$ cat config.mk
export PLATFORM = sky130hd
export DESIGN_NAME = set_assoc_lru_cache_lookup
export DESIGN_NICKNAME = d
export VERILOG_FILES = /design/src/hdl/salc_pkg.sv /design/src/hdl/salc_lru_way.sv /design/src/hdl/salc_stats.sv /design/src/hdl/set_assoc_lru_cache_lookup.sv
export SDC_FILE = /design/constraint.sdc
export NUM_CORES = 1
export LEC_CHECK = 0
export BUFFER_PORTS_ARGS = -buffer_cell sky130_fd_sc_hd__clkbuf_2
export CAP_MARGIN = 0
export CORE_MARGIN = 2
export CORE_UTILIZATION = 40
export CTS_CLUSTER_DIAMETER = 50
export CTS_CLUSTER_SIZE = 28
export DETAILED_ROUTE_END_ITERATION = 10
export GPL_TIMING_DRIVEN = 0
export PLACE_DENSITY = 0.69
export RECOVER_POWER = 100
export REMOVE_ABC_BUFFERS = 1
export SYNTH_ARGS = -nofsm -noshare
export SYNTH_HDL_FRONTEND = slang
export SYNTH_SLANG_ARGS = --single-unit
$ cat constraint.sdc
create_clock -name clk -period 5.8 [get_ports clk]
set_clock_uncertainty 0.15 [all_clocks]
set_input_delay 1.16 -clock clk [delete_from_list [all_inputs] [get_ports clk]]
set_output_delay 1.16 -clock clk [all_outputs]
set_load 0.1 [all_outputs]
$ cat src/hdl/salc_pkg.sv
// Shared types and constants of the set-associative LRU cache lookup block.
// Used by salc_lru_way, salc_stats and set_assoc_lru_cache_lookup.
`timescale 1ns / 1ps

package salc_pkg;

  // Address layout: byte offset, set index, tag.
  localparam int ADDR_W      = 16;
  localparam int OFFSET_W    = 3;
  localparam int BLOCK_BYTES = 1 << OFFSET_W;
  localparam int SET_W       = 2;
  localparam int NUM_SETS    = 1 << SET_W;
  localparam int TAG_W       = ADDR_W - OFFSET_W - SET_W;

  // Configuration register widths.
  localparam int PENALTY_W = 8;
  localparam int CPW_W     = 4;
  localparam int CFG_IDX_W = 4;
  localparam int CFG_DATA_W = 8;

  // Access cost and statistics widths.
  localparam int COST_W = 9;
  localparam int CNT_W  = 32;
  localparam logic [COST_W-1:0] COST_MAX = '1;
  localparam logic [CNT_W-1:0]  CNT_MAX  = '1;

  // Reset values of the configuration registers.
  localparam logic [PENALTY_W-1:0] PENALTY_RST = 8'd10;
  localparam logic [CPW_W-1:0]     CPW_RST     = 4'd1;

  typedef enum logic [CFG_IDX_W-1:0] {
    CFG_MISS_BASE_PENALTY = 4'd0,
    CFG_CYCLES_PER_WORD   = 4'd1
  } cfg_reg_t;

  typedef struct packed {
    logic [ADDR_W-1:0] address;
    logic              measure;
  } in_item_t;

  typedef struct packed {
    logic              hit;
    logic [SET_W-1:0]  set_index;
    logic [TAG_W-1:0]  tag_value;
    logic [COST_W-1:0] access_cycles;
    logic [CNT_W-1:0]  hit_total;
    logic [CNT_W-1:0]  cycle_total;
  } out_item_t;

  // Statistics of one transaction, as reported with its result.
  typedef struct packed {
    logic [COST_W-1:0] access_cycles;
    logic [CNT_W-1:0]  hit_total;
    logic [CNT_W-1:0]  cycle_total;
  } stats_t;

endpackage

$ cat src/hdl/salc_lru_way.sv
// Tag compare and move-to-front reorder for the ways of one set.
// Depends on salc_pkg.
`timescale 1ns / 1ps

module salc_lru_way
  import salc_pkg::*;
#(
  parameter int NUM_WAYS = 2
) (
  input  logic [TAG_W-1:0]                look_tag,
  input  logic [NUM_WAYS-1:0]             way_valid,
  input  logic [NUM_WAYS-1:0][TAG_W-1:0]  way_tags,
  output logic                            hit,
  output logic [NUM_WAYS-1:0]             nxt_valid,
  output logic [NUM_WAYS-1:0][TAG_W-1:0]  nxt_tags
);

  logic [NUM_WAYS-1:0] match;
  logic                seen;

  always_comb begin
    for (int w = 0; w < NUM_WAYS; w++) begin
      match[w] = way_valid[w] && (way_tags[w] == look_tag);
    end
  end

  assign hit = |match;

  // A way shifts back by one if neither it nor any way ahead of it matched. On a miss every
  // way shifts and the last one falls out.
  always_comb begin
    seen         = 1'b0;
    nxt_valid[0] = 1'b1;
    nxt_tags[0]  = look_tag;
    for (int k = 1; k < NUM_WAYS; k++) begin
      seen = seen | match[k-1];
      if (!seen) begin
        nxt_valid[k] = way_valid[k-1];
        nxt_tags[k]  = way_tags[k-1];
      end else begin
        nxt_valid[k] = way_valid[k];
        nxt_tags[k]  = way_tags[k];
      end
    end
  end

endmodule

$ cat src/hdl/salc_stats.sv
// Access cost and saturating hit and cycle counters.
// Depends on salc_pkg.
`timescale 1ns / 1ps

module salc_stats
  import salc_pkg::*;
(
  input  logic                 clk,
  input  logic                 rst_n,
  input  logic                 upd,
  input  logic                 hit,
  input  logic                 measure,
  input  logic [PENALTY_W-1:0] miss_base_penalty,
  input  logic [CPW_W-1:0]     cycles_per_word,
  output stats_t               stats
);

  localparam int RAW_W = COST_W + 1;

  logic [CNT_W-1:0]         hit_cnt_r;
  logic [CNT_W-1:0]         hit_cnt_nxt;
  logic [CNT_W-1:0]         cyc_cnt_r;
  logic [CNT_W-1:0]         cyc_cnt_nxt;
  logic [CPW_W+OFFSET_W-1:0] word_cycles;
  logic [RAW_W-1:0]         cost_raw;
  logic [COST_W-1:0]        cost;
  logic [CNT_W:0]           cyc_sum;

  assign word_cycles = {cycles_per_word, {OFFSET_W{1'b0}}};
  assign cost_raw    = RAW_W'(1) + (hit ? RAW_W'(0)
                       : (RAW_W'(miss_base_penalty) + RAW_W'(word_cycles)));
  assign cost        = (cost_raw > {1'b0, COST_MAX}) ? COST_MAX : cost_raw[COST_W-1:0];

  assign cyc_sum = {1'b0, cyc_cnt_r} + (CNT_W + 1)'(cost);

  always_comb begin
    hit_cnt_nxt = hit_cnt_r;
    cyc_cnt_nxt = cyc_cnt_r;
    if (upd && measure) begin
      if (hit && (hit_cnt_r != CNT_MAX)) begin
        hit_cnt_nxt = hit_cnt_r + CNT_W'(1);
      end
      cyc_cnt_nxt = cyc_sum[CNT_W] ? CNT_MAX : cyc_sum[CNT_W-1:0];
    end
  end

  always_ff @(posedge clk) begin
    if (!rst_n) begin
      hit_cnt_r <= '0;
      cyc_cnt_r <= '0;
    end else begin
      hit_cnt_r <= hit_cnt_nxt;
      cyc_cnt_r <= cyc_cnt_nxt;
    end
  end

  assign stats.access_cycles = cost;
  assign stats.hit_total     = hit_cnt_nxt;
  assign stats.cycle_total   = cyc_cnt_nxt;

endmodule

$ cat src/hdl/set_assoc_lru_cache_lookup.sv
// Set-associative cache tag lookup with move-to-front LRU replacement.
// A transaction goes from the input register to the result register; throughput
// one transaction per cycle while the consumer takes the results.
// Reset (synchronous, rst_n low) invalidates every way, clears both counters and
// loads the configuration defaults. No clearing pass is needed.
// Depends on salc_pkg, salc_lru_way and salc_stats.
`timescale 1ns / 1ps

module set_assoc_lru_cache_lookup
  import salc_pkg::*;
#(
  parameter int NUM_WAYS = 2
) (
  input  logic                  clk,
  input  logic                  rst_n,
  // Lookup requests.
  input  logic                  in_valid,
  output logic                  in_ready,
  input  in_item_t              in_data,
  // Lookup results.
  output logic                  out_valid,
  input  logic                  out_ready,
  output out_item_t             out_data,
  // Configuration writes.
  input  logic                  cfg_valid,
  output logic                  cfg_ready,
  input  logic [CFG_IDX_W-1:0]  cfg_index,
  input  logic [CFG_DATA_W-1:0] cfg_data
);

  // ---------------------------------------------------------------------------
  // Configuration registers. Writes are always taken; an index outside the
  // register list is ignored.
  // ---------------------------------------------------------------------------
  logic [PENALTY_W-1:0] penalty_r;
  logic [CPW_W-1:0]     cpw_r;

  assign cfg_ready = 1'b1;

  always_ff @(posedge clk) begin
    if (!rst_n) begin
      penalty_r <= PENALTY_RST;
      cpw_r     <= CPW_RST;
    end else if (cfg_valid && cfg_ready) begin
      case (cfg_index)
        CFG_MISS_BASE_PENALTY: penalty_r <= cfg_data[PENALTY_W-1:0];
        CFG_CYCLES_PER_WORD:   cpw_r     <= cfg_data[CPW_W-1:0];
        default: ;
      endcase
    end
  end

  // ---------------------------------------------------------------------------
  // Input register. A transaction is held here during its lookup; it moves on
  // whenever the result register is empty or being drained, so an empty input
  // register still takes a transaction while a finished result waits to be taken.
  // ---------------------------------------------------------------------------
  logic     s1_valid_r;
  logic     s1_valid_nxt;
  in_item_t s1_item_r;
  logic     s1_go;
  logic     in_take;

  assign s1_go    = s1_valid_r && (!out_valid || out_ready);
  assign in_ready = !s1_valid_r || s1_go;
  assign in_take  = in_valid && in_ready;

  always_comb begin
    s1_valid_nxt = s1_valid_r;
    if (in_take) begin
      s1_valid_nxt = 1'b1;
    end else if (s1_go) begin
      s1_valid_nxt = 1'b0;
    end
  end

  always_ff @(posedge clk) begin
    if (!rst_n) begin
      s1_valid_r <= 1'b0;
    end else begin
      s1_valid_r <= s1_valid_nxt;
    end
  end

  always_ff @(posedge clk) begin
    if (in_take) begin
      s1_item_r <= in_data;
    end
  end

  // ---------------------------------------------------------------------------
  // Address split. The block size and set count are powers of two, so the
  // offset, set and tag are plain bit fields of the address.
  // ---------------------------------------------------------------------------
  logic [SET_W-1:0] cur_set;
  logic [TAG_W-1:0] cur_tag;

  assign cur_set = s1_item_r.address[OFFSET_W +: SET_W];
  assign cur_tag = s1_item_r.address[ADDR_W-1 -: TAG_W];

  // ---------------------------------------------------------------------------
  // Tag store. Each set holds its ways in most-recently-used-first order.
  // Valid bits are cleared by reset; tags are payload and need no reset.
  // The selected set is read, compared and rewritten in the same cycle, so a
  // transaction to the same set in the next cycle sees the updated order.
  // ---------------------------------------------------------------------------
  logic [NUM_WAYS-1:0]            valid_r [NUM_SETS];
  logic [NUM_WAYS-1:0][TAG_W-1:0] tag_r   [NUM_SETS];

  logic                           lk_hit;
  logic [NUM_WAYS-1:0]            lk_nxt_valid;
  logic [NUM_WAYS-1:0][TAG_W-1:0] lk_nxt_tags;

  salc_lru_way #(
    .NUM_WAYS (NUM_WAYS)
  ) u_lru_way (
    .look_tag  (cur_tag),
    .way_valid (valid_r[cur_set]),
    .way_tags  (tag_r[cur_set]),
    .hit       (lk_hit),
    .nxt_valid (lk_nxt_valid),
    .nxt_tags  (lk_nxt_tags)
  );

  always_ff @(posedge clk) begin
    if (!rst_n) begin
      for (int s = 0; s < NUM_SETS; s++) begin
        valid_r[s] <= '0;
      end
    end else if (s1_go) begin
      valid_r[cur_set] <= lk_nxt_valid;
    end
  end

  always_ff @(posedge clk) begin
    if (s1_go) begin
      tag_r[cur_set] <= lk_nxt_tags;
    end
  end

  // ---------------------------------------------------------------------------
  // Access cost and statistics. The counters advance only for measured
  // transactions and saturate at their maximum.
  // ---------------------------------------------------------------------------
  stats_t st;

  salc_stats u_stats (
    .clk               (clk),
    .rst_n             (rst_n),
    .upd               (s1_go),
    .hit               (lk_hit),
    .measure           (s1_item_r.measure),
    .miss_base_penalty (penalty_r),
    .cycles_per_word   (cpw_r),
    .stats             (st)
  );

  // ---------------------------------------------------------------------------
  // Result register. It holds one finished transaction until the consumer
  // takes it.
  // ---------------------------------------------------------------------------
  logic      out_valid_r;
  logic      out_valid_nxt;
  out_item_t out_data_r;

  always_comb begin
    out_valid_nxt = out_valid_r;
    if (s1_go) begin
      out_valid_nxt = 1'b1;
    end else if (out_ready) begin
      out_valid_nxt = 1'b0;
    end
  end

  always_ff @(posedge clk) begin
    if (!rst_n) begin
      out_valid_r <= 1'b0;
    end else begin
      out_valid_r <= out_valid_nxt;
    end
  end

  always_ff @(posedge clk) begin
    if (s1_go) begin
      out_data_r.hit           <= lk_hit;
      out_data_r.set_index     <= cur_set;
      out_data_r.tag_value     <= cur_tag;
      out_data_r.access_cycles <= st.access_cycles;
      out_data_r.hit_total     <= st.hit_total;
      out_data_r.cycle_total   <= st.cycle_total;
    end
  end

  assign out_valid = out_valid_r;
  assign out_data  = out_data_r;

  // ---------------------------------------------------------------------------
  // Assertions.
  // ---------------------------------------------------------------------------

  // After a lookup the front way of its set is valid and holds its tag.
  a_front_way_filled: assert property (@(posedge clk) disable iff (!rst_n)
    s1_go |=> valid_r[$past(cur_set)][0] && (tag_r[$past(cur_set)][0] == $past(cur_tag)))
    else $error("front way does not hold the tag just looked up");

  // A hit never pays the miss penalty.
  a_hit_cost: assert property (@(posedge clk) disable iff (!rst_n)
    s1_go && lk_hit |=> out_valid && (out_data.access_cycles == COST_W'(1)))
    else $error("hit reported with a cost other than one cycle");

  // An empty input register always accepts a transaction.
  a_empty_ready: assert property (@(posedge clk) disable iff (!rst_n)
    !s1_valid_r |-> in_ready)
    else $error("input stalled while the input register is empty");

  // With both registers full and the output stalled, the input is closed.
  a_full_stall: assert property (@(posedge clk) disable iff (!rst_n)
    s1_valid_r && out_valid && !out_ready |-> !in_ready)
    else $error("input open while both registers are full and stalled");

endmodule
==> results of run 1 <==
state kept, by name, summed over array words and instances, names as in the netlist, 4 cells and up, named ones only:
signal / cells
valid_r: 8
cur_tag: 11
cpw_r: 4
tag_r: 88
penalty_r: 8
u_stats.hit_cnt_r: 32
out_data: 87
u_stats.cyc_cnt_r: 32
metrics by stage:
step	std cells	utilization [%]	cell area, µm²	total power [mW]
2_1_floorplan	917	-	12560	2.637
3_3_place_gp	1438	43.40	13660	2.740
3_5_place_dp	1447	44.16	13900	2.749
4_1_cts	1506	47.82	15050	4.829
5_1_grt	1513	47.63	14990	4.930
6_report	1513	47.63	14990	4.771
cell type report:
class / count / area share [%]
timing repair buffer: 135 / 4.758
sequential: 277 / 50.20
multi-input combinational: 605 / 33.35
clock inverter: 23 / 2.087
inverter: 36 / 0.9098
tap: 402 / 3.355
clock buffer: 35 / 5.342
worst max-delay path by stage:
| stage | slack [ns] | to |
|---|---|---|
| after floorplan | -2.61 | out_data[31] |
| after global placement | -4.87 | out_data[31] |
| after detailed placement | -0.68 | out_data[31] |
| after CTS | 0.004 | out_data[2] |
| after global routing | -0.08 | out_data[28] |
| final | 0.20 | out_data[26] |
worst max-delay path, stage by stage, from the launching register on:
cell and delay (ns):
dfxtp_4 0.44, buf_12 0.23, mux4_2 0.53, xnor2_1 0.31
nand4_1 0.26, nor3_4 0.39, nor2_4 0.10, and2_1 0.19
ha_1 0.21, nand3_1 0.15, nor3b_2 0.08, xnor2_1 0.12
nor2_1 0.20, ha_1 0.33, and4_1 0.25, o41a_1 0.48
buf_4 0.18, o2111ai_2 0.39, nand4b_1 0.20, o21a_1 0.14
routing by layer:
layer	part of all wire, %	vias up	global-route usage, %	wire length (µm)
li1	-	3843	-	-
met1	46	3890	21.18	12340
met2	47	197	26.27	12520
met3	4.2	48	2.415	1112
met4	2.9	0	5.065	772
met5	0	-	0	0
synth_stat cells, drive strengths merged, types with 5 or more instances:
| cell | n | area, µm² |
|---|---|---|
| o21a | 6 | 45.04 |
| buf | 15 | 103.9 |
| a21o | 6 | 45.04 |
| clkbuf | 26 | 98.84 |
| nand2b | 36 | 225.2 |
| and4 | 7 | 61.31 |
| ha | 16 | 200.2 |
| o211a | 5 | 50.05 |
| o21ai | 12 | 60.05 |
| a211oi | 10 | 75.07 |
| nand3 | 23 | 115.1 |
| mux2 | 10 | 112.6 |
| and2 | 13 | 81.33 |
| mux2i | 72 | 720.7 |
| edfxtp | 197 | 5916 |
| dfxtp | 80 | 1602 |
| xor2 | 36 | 315.3 |
| nand4 | 28 | 175.2 |
| nor2 | 34 | 127.6 |
| nand2 | 88 | 330.3 |
| and3 | 12 | 75.07 |
| inv | 36 | 135.1 |
| or3 | 6 | 37.54 |
| nor2b | 7 | 43.79 |
| nor4 | 11 | 171.4 |
| nor3 | 24 | 216.5 |
| mux4 | 31 | 698.2 |
| a21oi | 28 | 140.1 |
| xnor2 | 43 | 376.6 |
cell families after synthesis:
kind of cell,Yosys count
muxes,113
adders and majority gates,18
xor gates and xnor gates,79
AOI/OAI and AO/OA,92
buffers and inverters,77
and+or+nand+nor,301
other,1
DFF,277
report_power, final:
group          switching (mW)  internal (mW)  leakage (nW)
Combinational           0.362          0.116          2.36
Sequential             0.0379           2.18          2.46
Clock                   0.894           1.18         0.527
what timing repair did:
action	in CTS	in global routing
resized for setup	5	7
setup endpoints to repair	64	54
gates cloned	0	1
hold buffers	0	0
setup buffers	1	6
pin swaps	1	4
==> summary.txt, run 1 <==
Status
  • Status: complete, but fails checks
  • Failing checks: max-capacitance violations, max-slew violations

Yosys
  • Compound-gate portion of the synthesized area: 4.990%
  • Synthesized area per cell: 13.32 µm²
  • Xor and xnor area share after synthesis: 5.421%
  • Yosys reg bits: 277
  • Seq/Total Area, Yosys: 58.90%
  • YS warnings: 0
  • Post-synthesis cell type count: 58
  • Cells after synthesis: 958
  • Mux share of post-synthesis cell area: 12.00%
  • Adder-cell share of the synthesized area: 1.882%
  • Post-synth EDFFs: 197
  • Synthesized cell area: 12760 µm²
  • Simple-gate portion of the synthesized area: 14.14%
  • Main combinational cell family by area after synthesis: simple AND/OR/NAND/NOR gates
  • Ys flop type: edfxtp_1
  • Asr flop ratio synth: 0%

Route
  • Routed Antenna Nets: 0
  • DR vias/cell: 5.273
  • Final WL: 26740 µm
  • Via count: 7978
  • 1st-pass router iterations: 5
  • Remaining DRCs: 0
  • Iter 0 DRT Violations: 550
  • Wire per inst: 17.68 µm

STA
  • Worst Setup Slack, final: 0.1972 ns
  • Slew margin rel.: -41.14%
  • Final Hold Violating Endpoints: 0
  • Setup TNS: 0 ns
  • Hold slack: 0.3275 ns
  • Worst slew pin tran: 2.098 ns
  • Post-layout min period: 5.603 ns
  • Fin crit share: 96.60%
  • # setup viols final: 0
  • FMAX: 0.1785 GHz
  • Fin. max-slew vios: 40

Floorplanning
  • Initial Utilization: 40.55%
  • Core Region: 31470 µm²
  • Rows: 65
  • Die width: 182.6 µm
  • Die Ht: 182.6 µm
  • Die area: 33350 µm²
  • IO Pins: 124

Layout
  • Layout cells sized above 1: 16.38%
  • Most common cell after layout, fill and taps aside: edfxtp_1
  • Most frequent cells in the layout: edfxtp_1 (197), clkbuf_1 (96), nand2_1 (87)
  • Area growth syn-to-layout: 17.45%
  • Multi-input gate area: 5000 µm²
  • Final nets: 1138
  • # fillers: 2777
  • FF/Latch Area: 7525 µm²
  • # diodes: 0

Flow run
  • Max-Cap Viols: 2

Critical path
  • FF-to-FF setup slack: 0.20 ns
  • Crit path kind: flop to flop
  • Cell depth of the worst flop-to-flop path: 19
  • Crit path launch type: flop
  • Critical path arrival: 5.76 ns
  • Reg2reg end: out_data[26]
  • CP endpoint kind: flop
  • Worst Path Max Fanout: 25
  • Critical path required time: 5.96 ns

Clock network
  • H-tree depth: 1
  • Worst-case clock buffer depth: 3
  • TritonCTS Buffers: 31
  • CTS root buffer: clkbuf_16
  • Insertion delay to the later sink of the worst-skew pair: 0.58 ns
  • Clock transition at path regs: 0.07 ns
  • CTS tree: yes
  • Clk sinks: 277

GRT
  • Number of global-route vias before repair: 7948
  • Grt total ovfl: 0
  • GRT Overall Usage: 15.75%
  • First-pass GRT wire length: 41880 µm
  • Maximum number of pins on one net before global-route repair: 87
  • Initial antenna violation count: 0

Hold path
  • Hold Path Class: flop to flop
  • Critical hold path startpoint: u_stats.hit_cnt_r[15]
  • Hold Crit Depth: 2
  • Hold path endpoint: u_stats.hit_cnt_r[15]

Placement
  • DP HPWL: 17510 µm
  • Post-place setup slack: -0.6768 ns
  • Port-buffer cells: 119
  • Routability Congestion: 0.7950

Power and ir drop
  • PwrDens: 318.3 nW/µm²
  • IR drop worst, VDD: 0.0002167 V
  • Leak: 5.347 nW
(Power assumes the default switching activity.)
==> run 2, diff against run 1 <==
- clock period: 5.8 -> 6.91 ns (I/O delays scaled with it)
==> summary.txt, run 2 (same netlist as run 1, synthesis figures left out) <==
Status
  • Status: complete, but fails checks
  • Failing checks: max-capacitance violations, max-slew violations

Floorplanning
  • IO Pins: 124 (unchanged)
  • Die Ht: 182.6 µm (unchanged)
  • Core Region: 31470 µm² (unchanged)
  • Die width: 182.6 µm (unchanged)
  • Initial Utilization: 40.55% (unchanged)
  • Rows: 65 (unchanged)
  • Die area: 33350 µm² (unchanged)

Critical path
  • Critical path arrival: 6.68 ns (+0.92 ns)
  • Cell Chain, Critical Path: buf_12, mux4_2, xnor2_1, nand4_1, nor3_1, nor2_4, and2_0, ha_1, nand3_1, nor3b_1, xnor2_1, nor2_1, ha_1, a21oi_1, nor2b_1, o41ai_1, a211oi_1, mux2_1, and2_1
  • Critical path required time: 7.19 ns (+1.23 ns)
  • Crit path launch type: flop
  • Worst Path Max Fanout: 34 (+36%)
  • Slowest stage delay, CP: 0.85 ns (+0.32 ns)
  • Delay-heaviest family, CP: simple AND/OR/NAND/NOR gates
  • Crit path kind: flop to flop
  • Crit path buf inv count: 1 (-1)
  • CP endpoint kind: flop
  • Critical Path Slowest Stage Cell: o41ai_1

STA
  • Final Hold Violating Endpoints: 0 (unchanged)
  • Worst Setup Slack, final: 0.5094 ns (+0.3121 ns)
  • Worst slew pin tran: 3.913 ns (+1.816 ns)
  • Fin. max-slew vios: 118 (+200%)
  • Fin crit share: 92.63% (-4.0 points)
  • Slew margin rel.: -160.9% (-120 points)
  • FMAX: 0.1562 GHz (-12%)
  • # setup viols final: 0 (unchanged)
  • Post-layout min period: 6.401 ns (+0.7979 ns)
  • RSZ-0062 raised after global routing: false

Route
  • Via count: 7899 (-0.99%)
  • Remaining DRCs: 0 (unchanged)
  • Wire per inst: 17.59 µm (-0.47%)
  • 1st-pass router iterations: 5 (unchanged)
  • Routed Antenna Nets: 0 (unchanged)
  • Final WL: 26500 µm (-0.93%)
  • Iter 0 DRT Violations: 503 (-8.5%)
  • DR vias/cell: 5.245 (-0.53%)

Layout
  • Layout cells sized above 1: 12.41% (-4.0 points)
  • Final nets: 1131 (-0.62%)
  • Post-route insts no fill: 1506 (-0.46%)
  • Top reg by flops: tag_r
  • Number of flip-flops in the largest register: 88 (unchanged)
  • Most common cell after layout, fill and taps aside: edfxtp_1
  • Most frequent cells in the layout: edfxtp_1 (197), clkbuf_1 (99), nand2_1 (88)
  • # diodes: 0 (unchanged)
  • Area growth syn-to-layout: 14.56%

Placement
  • Post-place setup slack: 0.4332 ns (+1.110 ns)
  • DP HPWL: 17510 µm (unchanged)
  • Post-Place Cells: 1447 (unchanged)
  • Routability Congestion: 0.7950 (unchanged)
  • Port-buffer cells: 119 (unchanged)

Clock network
  • Post-CTS Setup Inserts: 0 (-1)
  • H-tree depth: 1 (unchanged)
  • CTS root buffer: clkbuf_16
  • Post-cts hold buffer count: 0 (unchanged)
  • Insertion delay to the later sink of the worst-skew pair: 0.58 ns (about the same)
  • CTS tree: yes
  • Worst-case clock buffer depth: 3 (unchanged)
  • Clk sinks: 277 (unchanged)
  • Resized Gates After CTS: 0 (-5)
  • TritonCTS Buffers: 31 (unchanged)
  • Clock transition at path regs: 0.07 ns (about the same)

GRT
  • Number of global-route vias before repair: 7917 (-0.39%)
  • Grt total ovfl: 0 (unchanged)
  • Maximum number of pins on one net before global-route repair: 87 (unchanged)
  • Initial antenna violation count: 0 (unchanged)
  • GRT Overall Usage: 15.66% (-0.091 points)
  • First-pass GRT wire length: 41640 µm (-0.58%)

Power and ir drop
  • PwrDens: 273.5 nW/µm² (-14%)
  • Leak: 5.242 nW (-2.0%)
  • IR drop worst, VDD: 0.0001825 V (-16%)
  • Total power: 4.000 mW (-16%)

Flow run
  • Max-Cap Viols: 3 (+1)

Hold path
  • Hold Path Class: flop to flop
## run 2: worst paths after layout
path                              start                    end  slack (ns)  cells after the start
setup / recovery                   flop  u_stats.cyc_cnt_r[24]        0.51                     19
hold / removal    u_stats.hit_cnt_r[15]  u_stats.hit_cnt_r[15]        0.33                      2
setup reg to reg                   flop  u_stats.cyc_cnt_r[24]        0.51                     19
hold reg to reg   u_stats.hit_cnt_r[15]  u_stats.hit_cnt_r[15]        0.33                      2
## run 2: per-stage QoR
step	setup TNS [ns]	hold WS (ns)	instance area, µm²	util [%]
after detailed placement	0	0.3226	13900	44.16
after CTS	0	0.3330	15010	47.70
after floorplan	-60.81	0.2847	12560	-
final	0	0.3276	14620	46.46
after global placement	-202.54	0.2930	13660	43.40
after global routing	0	0.3546	14620	46.46
## run 2: power breakdown
part	switching, mW	leakage [nW]	total [mW]	internal (mW)
Sequential	0.0318	2.46	1.87	1.83
Clock	0.750	0.527	1.74	0.988
Combinational	0.300	2.26	0.397	0.0969
Total	1.08	5.24	4.00	2.92
## run 2: routing by layer
layer / routed length, µm / global-route usage [%] / part of all wire [%]
met1: 12280 / 20.98 / 46
met3: 1029 / 2.415 / 3.9
met4: 792 / 5.000 / 3.0
met2: 12390 / 26.21 / 47
met5: 0 / 0 / 0
## run 2: worst register-to-register path, cell delays in order (launching register included)
cell      delay, ns
dfxtp_2        0.69
buf_12         0.31
mux4_2         0.37
xnor2_1        0.27
nand4_1        0.14
nor3_1         0.62
nor2_4         0.26
and2_0         0.27
ha_1           0.22
nand3_1        0.13
nor3b_1        0.09
xnor2_1        0.13
nor2_1         0.20
ha_1           0.33
a21oi_1        0.18
nor2b_1        0.09
o41ai_1        0.85
a211oi_1       0.40
mux2_1         0.42
and2_1         0.16
## run 2: area by class of cell
class | count | area [µm²]
Fill cell | 2816 | 16850
Sequential cell | 277 | 7520
Multi-Input combinational cell | 605 | 4741
Clock buffer | 35 | 800.8
Timing Repair Buffer | 128 | 608.1
Tap cell | 402 | 503.0
Clock inverter | 23 | 312.8
Inverter | 36 | 136.4
==> run 3, diff against run 2 <==
- SYNTH_HIERARCHICAL: not set -> 1
==> summary.txt, run 3 <==
Yosys
  • YS warnings: 6 (+6)
  • Post-synthesis cell type count: 67 (+16%)
  • Synthesized cell area: 11870 µm² (-7.0%)
  • Asr flop ratio synth: 0% (unchanged)
  • Cells after synthesis: 855 (-11%)
  • Commonest cells post-synth: edfxtp_1 (197), dfxtp_1 (80), nand2_1 (57), xnor2_1 (47), and2_1 (42)
  • Area leader, netlist: edfxtp_1
  • Synthesized area per cell: 13.88 µm² (+4.2%)
  • Ys flop type: edfxtp_1
  • Seq/Total Area, Yosys: 63.35% (+4.5 points)
  • Yosys reg bits: 277 (unchanged)
  • Area contributors post-synth: edfxtp_1 (50%), dfxtp_1 (13%), mux4_2 (4.6%), xnor2_1 (3.5%), xor2_1 (2.3%)
  • Top-area cell type share of the netlist area: 49.85% (+3.5 points)
  • Post-synth EDFFs: 197 (unchanged)
  • Count leader, synth: edfxtp_1

STA
  • Worst slew pin tran: 3.320 ns (-0.5938 ns)
  • Setup TNS: 0 ns (unchanged)
  • Fin. max-slew vios: 100 (-15%)
  • Post-layout min period: 6.388 ns (-0.01304 ns)
  • FMAX: 0.1566 GHz (+0.20%)
  • RSZ-0062 raised after global routing: false
  • Final Hold Violating Endpoints: 0 (unchanged)
  • Slew margin rel.: -121.4% (+39 points)
  • # setup viols final: 0 (unchanged)
  • Fin crit share: 92.44% (-0.19 points)

Critical path
  • CP endpoint kind: flop
  • Crit path buf inv count: 3 (+2)
  • Critical path arrival: 6.52 ns (-0.16 ns)
  • FF-to-FF setup slack: 0.52 ns (about the same)
  • Critical path required time: 7.05 ns (-0.14 ns)
  • Slowest stage delay, CP: 0.76 ns (-0.09 ns)
  • Crit path kind: flop to flop
  • Worst Path Max Fanout: 24 (-29%)
  • Cell Chain, Critical Path: mux4_2, xor2_1, nor4_1, nand4_1, o31ai_1, buf_4, nand2b_1, inv_1, ha_1, nand3_1, or4_1, inv_1, and3_1, o21ai_0, a21oi_1, ha_1, nand4_1, o22ai_1, or2_1, nor4b_1, nor2_1
  • Critical Path Slowest Stage Cell: dfxtp_2
  • Crit path launch type: flop
  • Delay-heaviest family, CP: simple AND/OR/NAND/NOR gates

Power and ir drop
  • PwrDens: 279.0 nW/µm² (+2.0%)
  • Sequential Power Share: 49.3% (+2.7 points)
  • Portion of total power attributed to the clock network: 41.1% (-2.3 points)
  • IR drop worst, VDD: 0.0001882 V (+3.1%)
  • Leak: 4.737 nW (-9.6%)
  • P_sw: 1.009 mW (-6.7%)
  • Comb power frac: 9.6% (-0.3 points)
  • Net Sw Frac: 26.68% (-0.35 points)
  • Internal: 2.773 mW (-5.0%)

GRT
  • Maximum number of pins on one net before global-route repair: 74 (-15%)
  • GRT Overall Usage: 15.40% (-0.26 points)
  • Grt total ovfl: 0 (unchanged)
  • First-pass GRT wire length: 38060 µm (-8.6%)
  • Initial antenna violation count: 0 (unchanged)
  • Number of global-route vias before repair: 7148 (-9.7%)

Clock network
  • Clk sinks: 277 (unchanged)
  • Clock transition at path regs: 0.07 ns (about the same)
  • Worst-case clock buffer depth: 3 (unchanged)
  • TritonCTS Buffers: 29 (-6.5%)
  • CTS root buffer: clkbuf_16
  • H-tree depth: 1 (unchanged)
  • Insertion delay to the later sink of the worst-skew pair: 0.55 ns (-0.03 ns)
  • CTS tree: yes
  • Post-cts hold buffer count: 0 (unchanged)

Status
  • Failing checks: max-capacitance violations, max-slew violations
  • Status: complete, but fails checks

Floorplanning
  • Rows: 63 (-3.1%)
  • Core Region: 29400 µm² (-6.6%)
  • Die width: 176.2 µm (-3.5%)
  • Initial Utilization: 40.36% (-0.19 points)
  • IO Pins: 124 (unchanged)
  • Die area: 31060 µm² (-6.9%)
  • Die Ht: 176.2 µm (-3.5%)

Layout
  • Post-route insts no fill: 1374 (-8.8%)
  • # fillers: 2684 (-4.7%)
  • Final nets: 1015 (-10%)
  • FF/Latch Area: 7520 µm² (unchanged)
  • # diodes: 0 (unchanged)
  • Area growth syn-to-layout: 14.25%
  • Number of flip-flops in the largest register: 88 (unchanged)
  • Final Util: 46.11% (-0.35 points)
  • Most frequent cells in the layout: edfxtp_1 (197), clkbuf_1 (94), dfxtp_1 (78)
  • Multi-input gate area: 3938 µm² (-17%)
  • Top reg by flops: tag_r
  • Most common cell after layout, fill and taps aside: edfxtp_1
  • Layout cells sized above 1: 12.20% (-0.21 points)

Route
  • Final WL: 23650 µm (-11%)
  • Wire per inst: 17.21 µm (-2.2%)
  • Remaining DRCs: 0 (unchanged)
  • Iter 0 DRT Violations: 363 (-28%)
  • 1st-pass router iterations: 4 (-1)
  • Via count: 7101 (-10%)
  • DR vias/cell: 5.168 (-1.5%)
  • Routed Antenna Nets: 0 (unchanged)

Placement
  • Routability Congestion: 0.8698 (+9.4%)
  • DP HPWL: 15500 µm (-12%)
  • Port-buffer cells: 119 (unchanged)
  • Post-Place Cells: 1321 (-8.7%)

Hold path
  • Hold Path Class: flop to flop
  • Critical hold path startpoint: cpw_r[2]

Flow run
  • Max-Cap Viols: 2 (-1)
==> run 3: area by class of cell <==
cell class                 instances  share of cell area, %
clock buffer                      31                  5.556
tap                              390                  3.599
inverter                          24                 0.6645
timing repair buffer             123                  3.969
sequential                       277                  55.47
multi-input combinational        508                  29.04
clock inverter                    21                  1.698
==> run 3: worst paths after layout <==
| check | cells past startpoint | end |
|---|---|---|
| setup / recovery | 21 | out_data[13] |
| hold / removal | 2 | cpw_r[2] |
| setup reg to reg | 21 | out_data[13] |
| hold reg to reg | 2 | cpw_r[2] |
==> run 3: routing by layer <==
metal / GRT usage (%) / vias to the layer above / wire length (µm)
met5: 0 / - / 0
li1: - / 3417 / -
met3: 3.811 / 43 / 1593
met1: 19.53 / 3470 / 10080
met4: 4.270 / 0 / 573
met2: 26.29 / 171 / 11400
==> run 3: kinds of logic (layout without fill, tap and decap cells) <==
| logic type | after synthesis | after routing | synth area share [%] |
|---|---|---|---|
| buf+inv | 70 | 199 | 2.984 |
| other cells | 2 | 2 | 0.06329 |
| flops | 277 | 277 | 63.35 |
| xor+xnor | 78 | 78 | 5.757 |
| simple gates | 256 | 256 | 12.26 |
| compound gates | 103 | 103 | 6.210 |
| fa+ha+maj | 18 | 18 | 2.024 |
| mux | 51 | 51 | 7.349 |
==> run 3: repair_timing <==
item	CTS	global route
buffers inserted	0	0
pin swaps	0	0
endpoints found under the setup margin	2	3
gates resized for setup	1	1
==> run 3: worst register-to-register path: cells and delay by family, from the launching register on <==
kind / cells / cell delay (ns)
buf+inv: 3 / 0.41
mux: 1 / 0.46
simple gates: 10 / 2.56
flops: 1 / 0.76
fa+ha+maj: 2 / 0.66
compound gates: 4 / 0.97
xor+xnor: 1 / 0.16
==> run 3: per-stage QoR <==
step	hold slack, ns	power [mW]	worst slack (ns)	instance area [µm²]
3_5_place_dp	0.3074	2.278	-0.06312	12750
3_3_place_gp	0.3039	2.272	-1.138	12690
4_1_cts	0.3166	3.841	0.3582	13730
6_report	0.3167	3.782	0.5224	13560
2_1_floorplan	0.2885	2.191	0.7392	11600
5_1_grt	0.3350	3.925	0.07917	13560
==> run 3: power by group through the flow <==
stage          Combinational, mW  Sequential (mW)  Clock, mW
2_1_floorplan              0.115             2.08          0
6_report                   0.362             1.87       1.56
5_1_grt                    0.383             1.87       1.67
3_3_place_gp               0.362             1.91          0
3_5_place_dp               0.377             1.90          0
4_1_cts                    0.378             1.87       1.60
